<file path="src/sv/assert_macros.svh">
// Assertion macros for the DAWG lookup RTL.
// No dependencies; included by the modules that carry assertions.
`ifndef ASSERT_MACROS_SVH
`define ASSERT_MACROS_SVH
`ifndef SYNTHESIS
`define DAWG_ASSERT(lbl, clk, rst, prop, msg) \
  lbl: assert property (@(posedge clk) disable iff (rst) prop) else $error(msg);
`define DAWG_ASSERT_NEXT(lbl, clk, rst, ante, cons, msg) \
  lbl: assert property (@(posedge clk) disable iff (rst) (ante) |=> (cons)) else $error(msg);
`else
`define DAWG_ASSERT(lbl, clk, rst, prop, msg)
`define DAWG_ASSERT_NEXT(lbl, clk, rst, ante, cons, msg)
`endif
`endif

</file>
<file path="src/sv/dawg_pkg.sv">
// Types, constants and node-word helpers for the DAWG word and hook lookup.
// No dependencies; used by the interfaces and all modules.
package dawg_pkg;

  localparam int ADDR_FIELD_W = 16;
  localparam int WORD_W       = 32;
  localparam int CODE_W       = 6;
  localparam int CHILD_W      = 24;
  localparam int HOOK_W       = 30;

  localparam logic [CODE_W-1:0] NO_LETTER_MIN = 6'd30;

  localparam logic REQ_LOAD  = 1'b0;
  localparam logic REQ_QUERY = 1'b1;

  typedef enum logic [2:0] {
    S_IDLE,
    S_CHAIN_CHK,
    S_HOOK_RD,
    S_HOOK_CHK,
    S_OUT
  } state_t;

  typedef struct packed {
    logic                    req_type;
    logic [ADDR_FIELD_W-1:0] node_addr;
    logic [WORD_W-1:0]       node_word;
    logic [CODE_W-1:0]       letter_code;
    logic                    last_letter;
  } req_t;

  typedef struct packed {
    logic                    word_found;
    logic                    prefix_found;
    logic [ADDR_FIELD_W-1:0] end_node;
    logic [HOOK_W-1:0]       hooks;
  } res_t;

  function automatic logic [CODE_W-1:0] word_letter(input logic [WORD_W-1:0] w);
    return w[CODE_W-1:0];
  endfunction

  function automatic logic word_last(input logic [WORD_W-1:0] w);
    return w[6];
  endfunction

  function automatic logic word_eow(input logic [WORD_W-1:0] w);
    return w[7];
  endfunction

  function automatic logic [CHILD_W-1:0] word_child(input logic [WORD_W-1:0] w);
    return w[WORD_W-1:8];
  endfunction

endpackage

</file>
<file path="src/sv/dawg_walker.sv">
// Lookup sequencer: walks sibling chains and the hook chain through the node table.
// Depends on dawg_pkg and assert_macros.svh.
`include "assert_macros.svh"

module dawg_walker #(
  parameter int ADDR_BITS = 16
) (
  input  logic                        clk,
  input  logic                        rst,
  input  logic                        in_valid,
  output logic                        in_ready,
  input  dawg_pkg::req_t              in_req,
  output logic                        mem_we,
  output logic [ADDR_BITS-1:0]        mem_waddr,
  output logic [dawg_pkg::WORD_W-1:0] mem_wdata,
  output logic [ADDR_BITS-1:0]        mem_raddr,
  input  logic [dawg_pkg::WORD_W-1:0] mem_rdata,
  output logic                        res_valid,
  output dawg_pkg::res_t              res,
  input  logic                        slot_free
);
  import dawg_pkg::*;

  state_t state, state_next;

  logic [ADDR_BITS-1:0] cur_idx;
  logic                 miss;
  logic                 first;
  logic [ADDR_BITS-1:0] idx;
  logic [CODE_W-1:0]    code;
  logic                 last;
  res_t                 pend;

  logic                      accept;
  logic                      is_query;
  logic                      match;
  logic                      at_end;
  logic [CHILD_W-1:0]        child_raw;
  logic                      child_zero;
  logic [ADDR_BITS-1:0]      child_idx;
  logic [ADDR_BITS-1:0]      idx_inc;
  logic [ADDR_BITS-1:0]      start_idx;
  logic [ADDR_BITS+15:0]     load_ext;
  logic [ADDR_BITS+15:0]     idx_ext;
  logic                      hook_hit;

  assign accept     = in_valid && in_ready;
  assign is_query   = (in_req.req_type == REQ_QUERY);
  assign match      = (code < NO_LETTER_MIN) && (word_letter(mem_rdata) == code);
  assign at_end     = word_last(mem_rdata) || (idx == {ADDR_BITS{1'b1}});
  assign child_raw  = word_child(mem_rdata);
  assign child_zero = (child_raw == '0);
  assign child_idx  = child_raw[ADDR_BITS-1:0];
  assign idx_inc    = ADDR_BITS'(idx + 1'b1);
  assign start_idx  = first ? '0 : cur_idx;
  assign load_ext   = {{ADDR_BITS{1'b0}}, in_req.node_addr};
  assign idx_ext    = {16'b0, idx};
  assign hook_hit   = word_eow(mem_rdata) && (word_letter(mem_rdata) < NO_LETTER_MIN);

  assign mem_waddr = load_ext[ADDR_BITS-1:0];
  assign mem_wdata = in_req.node_word;
  assign res       = pend;

  // Next state
  always_comb begin
    state_next = state;
    case (state)
      S_IDLE: begin
        if (accept && is_query) begin
          if (miss) begin
            state_next = in_req.last_letter ? S_OUT : S_IDLE;
          end else begin
            state_next = S_CHAIN_CHK;
          end
        end
      end
      S_CHAIN_CHK: begin
        if (match) begin
          if (!last) begin
            state_next = S_IDLE;
          end else begin
            state_next = child_zero ? S_OUT : S_HOOK_RD;
          end
        end else if (at_end) begin
          state_next = last ? S_OUT : S_IDLE;
        end
      end
      S_HOOK_RD:  state_next = S_HOOK_CHK;
      S_HOOK_CHK: begin
        if (at_end) begin
          state_next = S_OUT;
        end
      end
      S_OUT: begin
        if (slot_free) begin
          state_next = S_IDLE;
        end
      end
      default: state_next = S_IDLE;
    endcase
  end

  // Outputs: handshake, memory port, result strobe
  always_comb begin
    in_ready  = 1'b0;
    mem_we    = 1'b0;
    res_valid = 1'b0;
    mem_raddr = idx;
    case (state)
      S_IDLE: begin
        in_ready  = 1'b1;
        mem_we    = in_valid && !is_query;
        mem_raddr = start_idx;
      end
      S_CHAIN_CHK: mem_raddr = idx_inc;
      S_HOOK_RD:   mem_raddr = idx;
      S_HOOK_CHK:  mem_raddr = idx_inc;
      S_OUT:       res_valid = 1'b1;
      default:     mem_raddr = idx;
    endcase
  end

  always_ff @(posedge clk) begin
    if (rst) begin
      state   <= S_IDLE;
      cur_idx <= '0;
      miss    <= 1'b0;
      first   <= 1'b1;
    end else begin
      state <= state_next;
      case (state)
        S_IDLE: begin
          if (accept && is_query) begin
            first <= 1'b0;
            if (first) begin
              cur_idx <= '0;
            end
          end
        end
        S_CHAIN_CHK: begin
          if (match) begin
            if (!last) begin
              if (child_zero) begin
                miss <= 1'b1;
              end else begin
                cur_idx <= child_idx;
              end
            end else begin
              cur_idx <= idx;
            end
          end else if (at_end) begin
            miss <= 1'b1;
          end
        end
        S_OUT: begin
          if (slot_free) begin
            cur_idx <= '0;
            miss    <= 1'b0;
            first   <= 1'b1;
          end
        end
        default: begin
        end
      endcase
    end
  end

  // Walk datapath: index, letter under search, pending result
  always_ff @(posedge clk) begin
    case (state)
      S_IDLE: begin
        if (accept && is_query) begin
          idx  <= start_idx;
          code <= in_req.letter_code;
          last <= in_req.last_letter;
          if (miss) begin
            pend <= '0;
          end
        end
      end
      S_CHAIN_CHK: begin
        if (match) begin
          if (last) begin
            pend.word_found   <= word_eow(mem_rdata);
            pend.prefix_found <= 1'b1;
            pend.end_node     <= idx_ext[15:0];
            pend.hooks        <= '0;
            idx               <= child_idx;
          end
        end else if (at_end) begin
          pend <= '0;
        end else begin
          idx <= idx_inc;
        end
      end
      S_HOOK_CHK: begin
        if (hook_hit) begin
          pend.hooks <= pend.hooks | (HOOK_W'(1) << word_letter(mem_rdata));
        end
        if (!at_end) begin
          idx <= idx_inc;
        end
      end
      default: begin
      end
    endcase
  end

  `DAWG_ASSERT_NEXT(a_chain_step, clk, rst, state == S_CHAIN_CHK && !match && !at_end, state == S_CHAIN_CHK && idx == ADDR_BITS'($past(idx) + 1'b1), "sibling walk skipped a node")
  `DAWG_ASSERT_NEXT(a_word_end_clear, clk, rst, state == S_OUT && slot_free, cur_idx == '0 && !miss && first, "walk state not cleared at word end")
  `DAWG_ASSERT(a_word_has_prefix, clk, rst, res_valid && res.word_found |-> res.prefix_found, "word found without its prefix")

endmodule

</file>
<file path="config.mk">
export PLATFORM = sky130hd
export DESIGN_NAME = dawg_walker
export DESIGN_NICKNAME = d
export VERILOG_FILES = /design/src/sv/dawg_pkg.sv /design/src/sv/dawg_walker.sv
export VERILOG_INCLUDE_DIRS = /design/src /design/src/sv
export SDC_FILE = /design/constraint.sdc
export NUM_CORES = 1
export LEC_CHECK = 0
export ABC_AREA = 1
export ABC_CLOCK_PERIOD_IN_PS = 9300
export BUFFER_PORTS_ARGS = -buffer_cell sky130_fd_sc_hd__buf_2
export CAP_MARGIN = 20
export CORE_ASPECT_RATIO = 0.5
export CORE_MARGIN = 1
export CORE_UTILIZATION = 25
export DETAILED_ROUTE_END_ITERATION = 6
export PLACE_DENSITY = 0.51
export SETUP_SLACK_MARGIN = 0.2
export SLEW_MARGIN = 20
export SYNTH_ARGS = -nofsm -noshare
export SYNTH_HDL_FRONTEND = slang
export SYNTH_SLANG_ARGS = --single-unit
</file>
<file path="constraint.sdc">
create_clock -name clk -period 9.3 [get_ports clk]
set_input_delay 2.79 -clock clk [delete_from_list [all_inputs] [get_ports clk]]
set_output_delay 2.79 -clock clk [all_outputs]
set_load 0.005 [all_outputs]
</file>
Word-level counts from Yosys, hierarchy flattened
Index checks and enable logic that the tools add are counted.

Memory bits (writable): 0. Word-level logic and storage cells: 99. Memory bits (read-only): 0. Memories: 0. Register bits after elaboration: 92. Bits in latches: 0.

Eq/ne operators: 17. Add/sub/neg operators: 1. Divide/modulo/power cells: 0. Multiply operators: 0. Reductions and logical operators: 23. Mux-type cells: 43. Order comparisons: 2. Shift operators: 1. Bitwise gates (word level): 1.

Operators by type and width (count): 48-bit 2-to-1 mux (5); 16-bit 2-to-1 mux (9); 16-bit one-hot mux with 3 select lines (2); 30-bit one-hot mux with 3 select lines (1); 18-bit one-hot mux with 2 select lines (1); 16-bit one-hot mux with 2 select lines (1); 3-bit 2-to-1 mux (10); 30-bit 2-to-1 mux (1); 30-bit OR (1); 1-bit by 6-bit << shifter with 30-bit output, first input constant (1); 24-bit logical NOT (1); 16-bit by 1-bit adder with 16-bit output, second input constant (1); 16-bit equality test, second input constant (1); 3-bit != test, second input constant (5); 3-bit one-hot mux with 5 select lines (1); 5-bit AND reduction (3); 6-bit by 5-bit < comparator with 1-bit output, second input constant (2); 2-bit != test, second input constant (6); 1-bit 2-to-1 mux (10); 3-bit by 2-bit equality test with 1-bit output, second input constant (2); 6-bit equality test (1); 3-bit AND reduction (2); 6-bit AND reduction (1); 2-bit nonzero test (3); 11 further kinds (17).

Depth between registers and ports, before layout
Gate-level depths: netlist of run 1.

Depth in word-level cells: 6. Mapped depth: 14. Depth with buffers taken out: 12.

Worst setup path before layout of run 1
No wires, ideal clock.

Kind: input to register. Start point: in mem_rdata[1] (netlist name). End point: reg pend (netlist bit res[0]), enable pin. Setup time: 417 ps. Required time: 8883 ps. Slack: 3344 ps. Path buffers: 1. Stages on the path: 12. Arrival: 5539 ps. Cell sequence: buf_4 > inv_4 > nand2_2 > nand2_1 > nor2_2 > nand2_2 > nor2_4 > nand3_1 > nand2_1 > nor2_1 > nand2_1 > nor2_1.

Cells in the longest elaborated chain, start to end: 4. Elaborated cells between the ends (all ways): 8.

Ends and longest elaborated chain: start: declaration (RTL line dawg_walker.sv:17) `input logic [dawg_pkg::WORD_W-1:0] mem_rdata,`; 6-bit by 5-bit < comparator with 1-bit output or 6-bit equality test (tied branches) (RTL line dawg_walker.sv:58, dawg_walker.sv:49); 1-bit logical AND (on tied branches) (RTL line dawg_walker.sv:58, dawg_walker.sv:49); 2-bit != test (no source line) or 3-bit != test (tied branches); 6-bit AND reduction (no source line) (*); end: declaration (RTL line dawg_walker.sv:32) `res_t pend;`.

Mark *: on every way between the ends. The rest lies on a longest branch, timed or not. A chain may end at the register's enable or synchronous reset.

Worst setup path after layout of run 1
Start point: in in_valid. End point: out mem_we.

Cells in the longest elaborated chain, start to end: 2.

Ends and longest elaborated chain: start: declaration (RTL line dawg_walker.sv:10) `input logic in_valid,`; 1-bit logical AND (RTL line dawg_walker.sv:112) `mem_we = in_valid && !is_query;`; 1-bit 2-to-1 mux (RTL line dawg_walker.sv:109) `case (state)`; end: declaration (RTL line dawg_walker.sv:13) `output logic mem_we,`.

Every way passes these cells.

==> results of run 1 <==
[sequential cells by signal, indices dropped and copies added, names as in the netlist]
| register | flops |
|---|---|
| code | 6 |
| cur_idx | 16 |
| first | 1 |
| idx | 16 |
| last | 1 |
| miss | 1 |
| res | 48 |
| state | 3 |
[final cells by class]
type                    count  area (um2)  share of cell area
flip-flops and latches     92        2550               0.378
multi-input cells         492        2480               0.368
repair buffers            114         601              0.0890
inverters                 112         428              0.0634
well taps                 307         384              0.0569
clock buffers               9         225              0.0334
clock inverters             7        76.3              0.0113
[how the worst max path moves through the flow]
stage	to	start	slack [ps]
6_report	mem_we	in_valid	3270
5_1_grt	mem_we	in_valid	3230
4_1_cts	mem_we	in_valid	3270
3_5_place_dp	mem_we	in_valid	3280
3_3_place_gp	mem_we	in_valid	3270
2_1_floorplan	res[0]	mem_rdata[1]	3340
[power breakdown]
part / internal (mW) / switching [mW]
combinational: 0.0835 / 0.177
clock: 0.192 / 0.193
sequential: 0.487 / 0.0384
total: 0.763 / 0.408
[Yosys cell counts (5+ instances only)]
cell type,number,area (um2)
o211ai_1,20,150
buf_2,6,30.0
xor2_1,5,43.8
buf_4,51,383
nand3_1,26,130
a21oi_1,35,175
o221ai_1,19,166
clkbuf_1,19,71.3
o21ai_0,37,185
a21oi_2,6,52.6
nand2_4,5,56.3
nor2_1,102,383
a21boi_1,13,97.6
nor3_1,10,50.1
edfxtp_1,71,2130
nor4_1,5,31.3
nand2_2,11,68.8
nand2_1,165,619
inv_2,5,18.8
dfxtp_1,21,420
inv_1,103,387
[cells by family (layout without fill, tap and decap cells)]
| logic type | after synthesis | in the layout | share of synthesized area |
|---|---|---|---|
| AO/OA/AOI/OAI | 147 | 147 | 0.159 |
| XOR/XNOR | 7 | 7 | 0.0103 |
| adder cells (fa/ha/maj) | 1 | 1 | 0.00209 |
| buffers and inverters | 192 | 242 | 0.159 |
| flip-flops | 92 | 92 | 0.427 |
| AND/OR/NAND/NOR | 337 | 337 | 0.242 |
[worst min-delay path, delay by kind of cell (launching register included)]
family	cells	cell delay, ps
simple gates	1	60
flops	1	310
compound gates	1	60
[layer usage]
metal	track usage	wire, um
met5	0	0
met4	0.0621	464
met3	0.0266	952
met2	0.219	7970
met1	0.208	8570
==> summary.txt, run 1 <==
Run
  – # Max-Cap Violations: 0

Status
  – Status: complete, but fails checks
  – Failing checks: DRC

Setup path
  – Critical Path RT: 6510 ps
  – Crit path cell chain: buf_2, inv_1, nor3_1, buf_2
  – Setup slack, reg-to-reg: 6030 ps
  – CP bufs+invs: 3
  – CP most frequent cell: buf_2
  – R2r endpoint: res[24]
  – Startpoint Class: input port
  – CP max FO: 3
  – Worst EP arrival: 3240 ps
  – CP Depth: 4
  – Reg2reg path depth: 8
  – Worst r2r src: state[1]
  – Setup CP Type: input port to primary output
  – Top cell family by delay on the critical path: buffers and inverters
  – Crit. End Element: primary output
  – Critical path's largest stage delay: 170 ps
  – Slowest CP cell: nor3_1

Drt
  – Routed Antenna Nets: 0
  – DR vias: 5312
  – Wire per inst: 15.8 um
  – Final wirelength: 18.0 mm
  – Pre-antenna DRT Iters: 7
  – DR iter-0 viols: 457
  – DRC errors left: 8
  – Routed vias/inst: 4.69

Final layout
  – Fin cells: 1133
  – Layout net count: 914
  – Most frequent cells in the layout: nand2_1, buf_2, inv_1, nor2_1, edfxtp_1
  – ANT cells: 0
  – Post-route cell area: 6750 um2
  – Final core utilization: 0.292
  – P&R area growth vs syn: 12.9%
  – Filler cells: 2520
  – Commonest non-fill, non-tap cell in the layout: nand2_1
  – Layout cells sized above 1: 0.212

Clock network
  – Clk root buf: clkbuf_16
  – Worst skew pair latency: 360 ps
  – Clock buffer depth: 2
  – Worst-path clk slew: 70 ps
  – # resized after CTS: 0
  – Num Clock Sinks: 92
  – Setup Buffers After CTS: 0
  – CTS tree: built
  – CTS Hold Bufs: 0
  – H-Tree Depth: 3
  – Inserted Clock Buffers: 9

GRT
  – First-pass GRT wire length: 28.1 mm
  – Gr ovfl total: 0
  – Largest net degree at the start of global routing: 34
  – Number of global-route vias before repair: 5050
  – All-layer global routing usage: 0.147
  – Initial antenna violation count: 0

Power
  – Max IR drop VDD: 0.0647 mV
  – Overall power: 1.17 mW
  – Power density over the cells: 174 nW/um2
  – P_leak: 2.90 nW

Timing
  – Final Hold Fails: 0
  – RSZ-0062 raised after global routing: no
  – Setup Skew: 9.16 ps
  – Setup TNS Final: 0 ps
  – Least-Margin Pin Slew: 1030 ps
  – Fmax: 166 MHz
  – Setup WS post-layout: 3270 ps
  – Max transition margin: 0.316
  – Minimum clock period: 6030 ps
  – Slew Limit Fails: 0
  – Final setup viols: 0
  – Hold Worst Slack: 467 ps
  – Post-route clock period utilization: 0.648

Placement
  – Post-DP HPWL: 13.3 mm
  – Port Buffers: 110
  – Routability cong.: 0.878
  – Area after DPL: 6420 um2
  – Placed instance count: 1116
  – Pre-CTS setup slack: 3280 ps

Synthesis
  – Sequential-to-total area share from yosys stat: 0.427
  – Fraction of registers with async set/reset: 0
  – Synth cell types: 40
  – FF+latch count, synth: 92
  – Syn Inst Count: 776
  – Synth warn: 0
  – Top_reg_cell synth: edfxtp_1
  – Avg Inst Size Synth: 7.70 um2
  – Mapped cell area: 5970 um2
  – Syn nets: 869
  – Number of synthesized flops with an enable pin: 71

Floorplanning
  – Ports: 207
  – Starting Density: 0.258
  – Die height: 111 um
  – Die W: 221 um
  – Row count: 39
  – Core region area: 23100 um2
  – Die area: 24600 um2

Hold path
  – Worst hold path startpoint: cur_idx[14]
  – Hold depth: 2
  – WHS Endpoint: cur_idx[14]
  – Hold Crit Class: flip-flop to flip-flop
Note: power is estimated with default switching activity, not from simulation.
==> inputs of run 2 (changes only) <==
- ABC_CLOCK_PERIOD_IN_PS: 9300 -> 5450
- PLACE_DENSITY: 0.51 -> 0.52
- clock period: 9.3 -> 5.45 ns (I/O delays scaled with it)
==> summary.txt, run 2 (same netlist as run 1, synthesis figures left out) <==
Status
  – Status: complete, but fails checks
  – Failing checks: DRC

Setup path
  – CP Launch Point: state[1]
  – CP most frequent cell: nor2_1
  – Critical Path RT: 3820 ps
  – Crit path cell chain: inv_2, nand2_4, nor2_1, nor2_1, inv_1, o221ai_1, buf_2
  – Top cell family by delay on the critical path: simple AND/OR/NAND/NOR gates
  – Critical path's largest stage delay: 810 ps
  – CP max FO: 14
  – Worst EP arrival: 2810 ps
  – CP bufs+invs: 3
  – Worst r2r src: state[2]
  – Slowest CP cell: nor2_1
  – Crit. End Element: primary output
  – Startpoint Class: flip-flop
  – Setup CP Type: flip-flop to primary output

Clock network
  – H-Tree Depth: 3
  – CTS tree: built
  – CTS Hold Bufs: 0
  – Setup Buffers After CTS: 0
  – Num Clock Sinks: 92
  – Worst-path clk slew: 70 ps
  – # resized after CTS: 0
  – Inserted Clock Buffers: 9
  – Clock buffer depth: 2
  – Clk root buf: clkbuf_16
  – Worst skew pair latency: 350 ps

Timing
  – Fmax: 225 MHz
  – Final Hold Fails: 0
  – RSZ-0062 raised after global routing: no
  – Setup TNS Final: 0 ps
  – Setup Skew: 13.1 ps
  – Post-route clock period utilization: 0.815
  – Slew Limit Fails: 0
  – Setup WS post-layout: 1010 ps
  – Least-Margin Pin Slew: 1070 ps
  – Minimum clock period: 4440 ps
  – Max transition margin: 0.282
  – Final setup viols: 0

Final layout
  – ANT cells: 0
  – Layout net count: 915
  – Filler cells: 2534
  – P&R area growth vs syn: 12.7%
  – Layout cells sized above 1: 0.210
  – Most frequent cells in the layout: nand2_1, buf_2, inv_1, nor2_1, edfxtp_1
  – Largest register FFs: 48
  – Commonest non-fill, non-tap cell in the layout: nand2_1

Drt
  – Routed Antenna Nets: 0
  – Pre-antenna DRT Iters: 7
  – Final wirelength: 18.0 mm
  – Routed vias/inst: 4.69
  – Wire per inst: 15.9 um
  – DRC errors left: 7
  – DR iter-0 viols: 600
  – DR vias: 5323

Floorplanning
  – Core region area: 23100 um2
  – Row count: 39
  – Die area: 24600 um2
  – Ports: 207
  – Die W: 221 um
  – Die height: 111 um
  – Starting Density: 0.258

Hold path
  – Worst hold path startpoint: cur_idx[12]
  – Hold Crit Class: flip-flop to flip-flop

Power
  – Max IR drop VDD: 0.132 mV
  – Power density over the cells: 299 nW/um2
  – P_leak: 2.89 nW

Placement
  – Pre-CTS setup slack: 1480 ps
  – Post-DP HPWL: 13.7 mm
  – Port Buffers: 110
  – Routability cong.: 0.913

GRT
  – Gr ovfl total: 0
  – All-layer global routing usage: 0.147
  – Initial antenna violation count: 0
  – First-pass GRT wire length: 28.1 mm
  – Largest net degree at the start of global routing: 34
  – Number of global-route vias before repair: 5014

Run
  – # Max-Cap Violations: 0
-- run 2: cell count changes in the layout (fill, tap and decap cells not counted), sizes merged --
cell	delta
inv	-1
clkinvlp	+1
buf	+1
bufinv	+1
clkinv	-1
-- run 2: tightest hold or removal path, delay by kind of cell (launching register included) --
kind	cells	cell delay, ps
flip-flops	1	310
AND/OR/NAND/NOR	1	60
AO/OA/AOI/OAI	1	50
-- run 2: final timing paths --
kind	end	slack [ps]	cells after the start
max	mem_raddr[0]	1010	7
min	cur_idx[12]	470	2
max reg2reg	idx[5]	2180	7
min reg2reg	cur_idx[12]	470	2
-- run 2: cell type report --
class	count	area (um2)	area share
inverters	112	428	0.0636
clock buffers	9	225	0.0335
well taps	307	384	0.0571
repair buffers	115	588	0.0873
multi-input cells	492	2470	0.368
flip-flops and latches	92	2550	0.379
clock inverters	7	80.1	0.0119
-- run 2: through the flow --
step	std cells	power, mW	util	hold WS (ps)	area [um2]
after floorplan	776	1.21	-	438	5970
after global placement	1118	1.36	0.278	454	6430
after detailed placement	1118	1.36	0.278	460	6430
after CTS	1134	2.02	0.291	471	6730
after global routing	1134	2.10	0.291	490	6730
final	1134	2.01	0.291	465	6730
-- run 2: layer usage --
metal,track usage,up-vias,share of wire
li1,-,2597,-
met1,0.201,2465,0.46
met2,0.228,223,0.45
met3,0.0318,38,0.065
met4,0.0516,0,0.026
met5,0,-,0
-- run 2: power breakdown --
| group | switching (mW) | internal [mW] | leakage (nW) |
|---|---|---|---|
| clock network | 0.300 | 0.364 | 0.149 |
| registers | 0.0687 | 0.832 | 0.862 |
| logic | 0.303 | 0.144 | 1.88 |
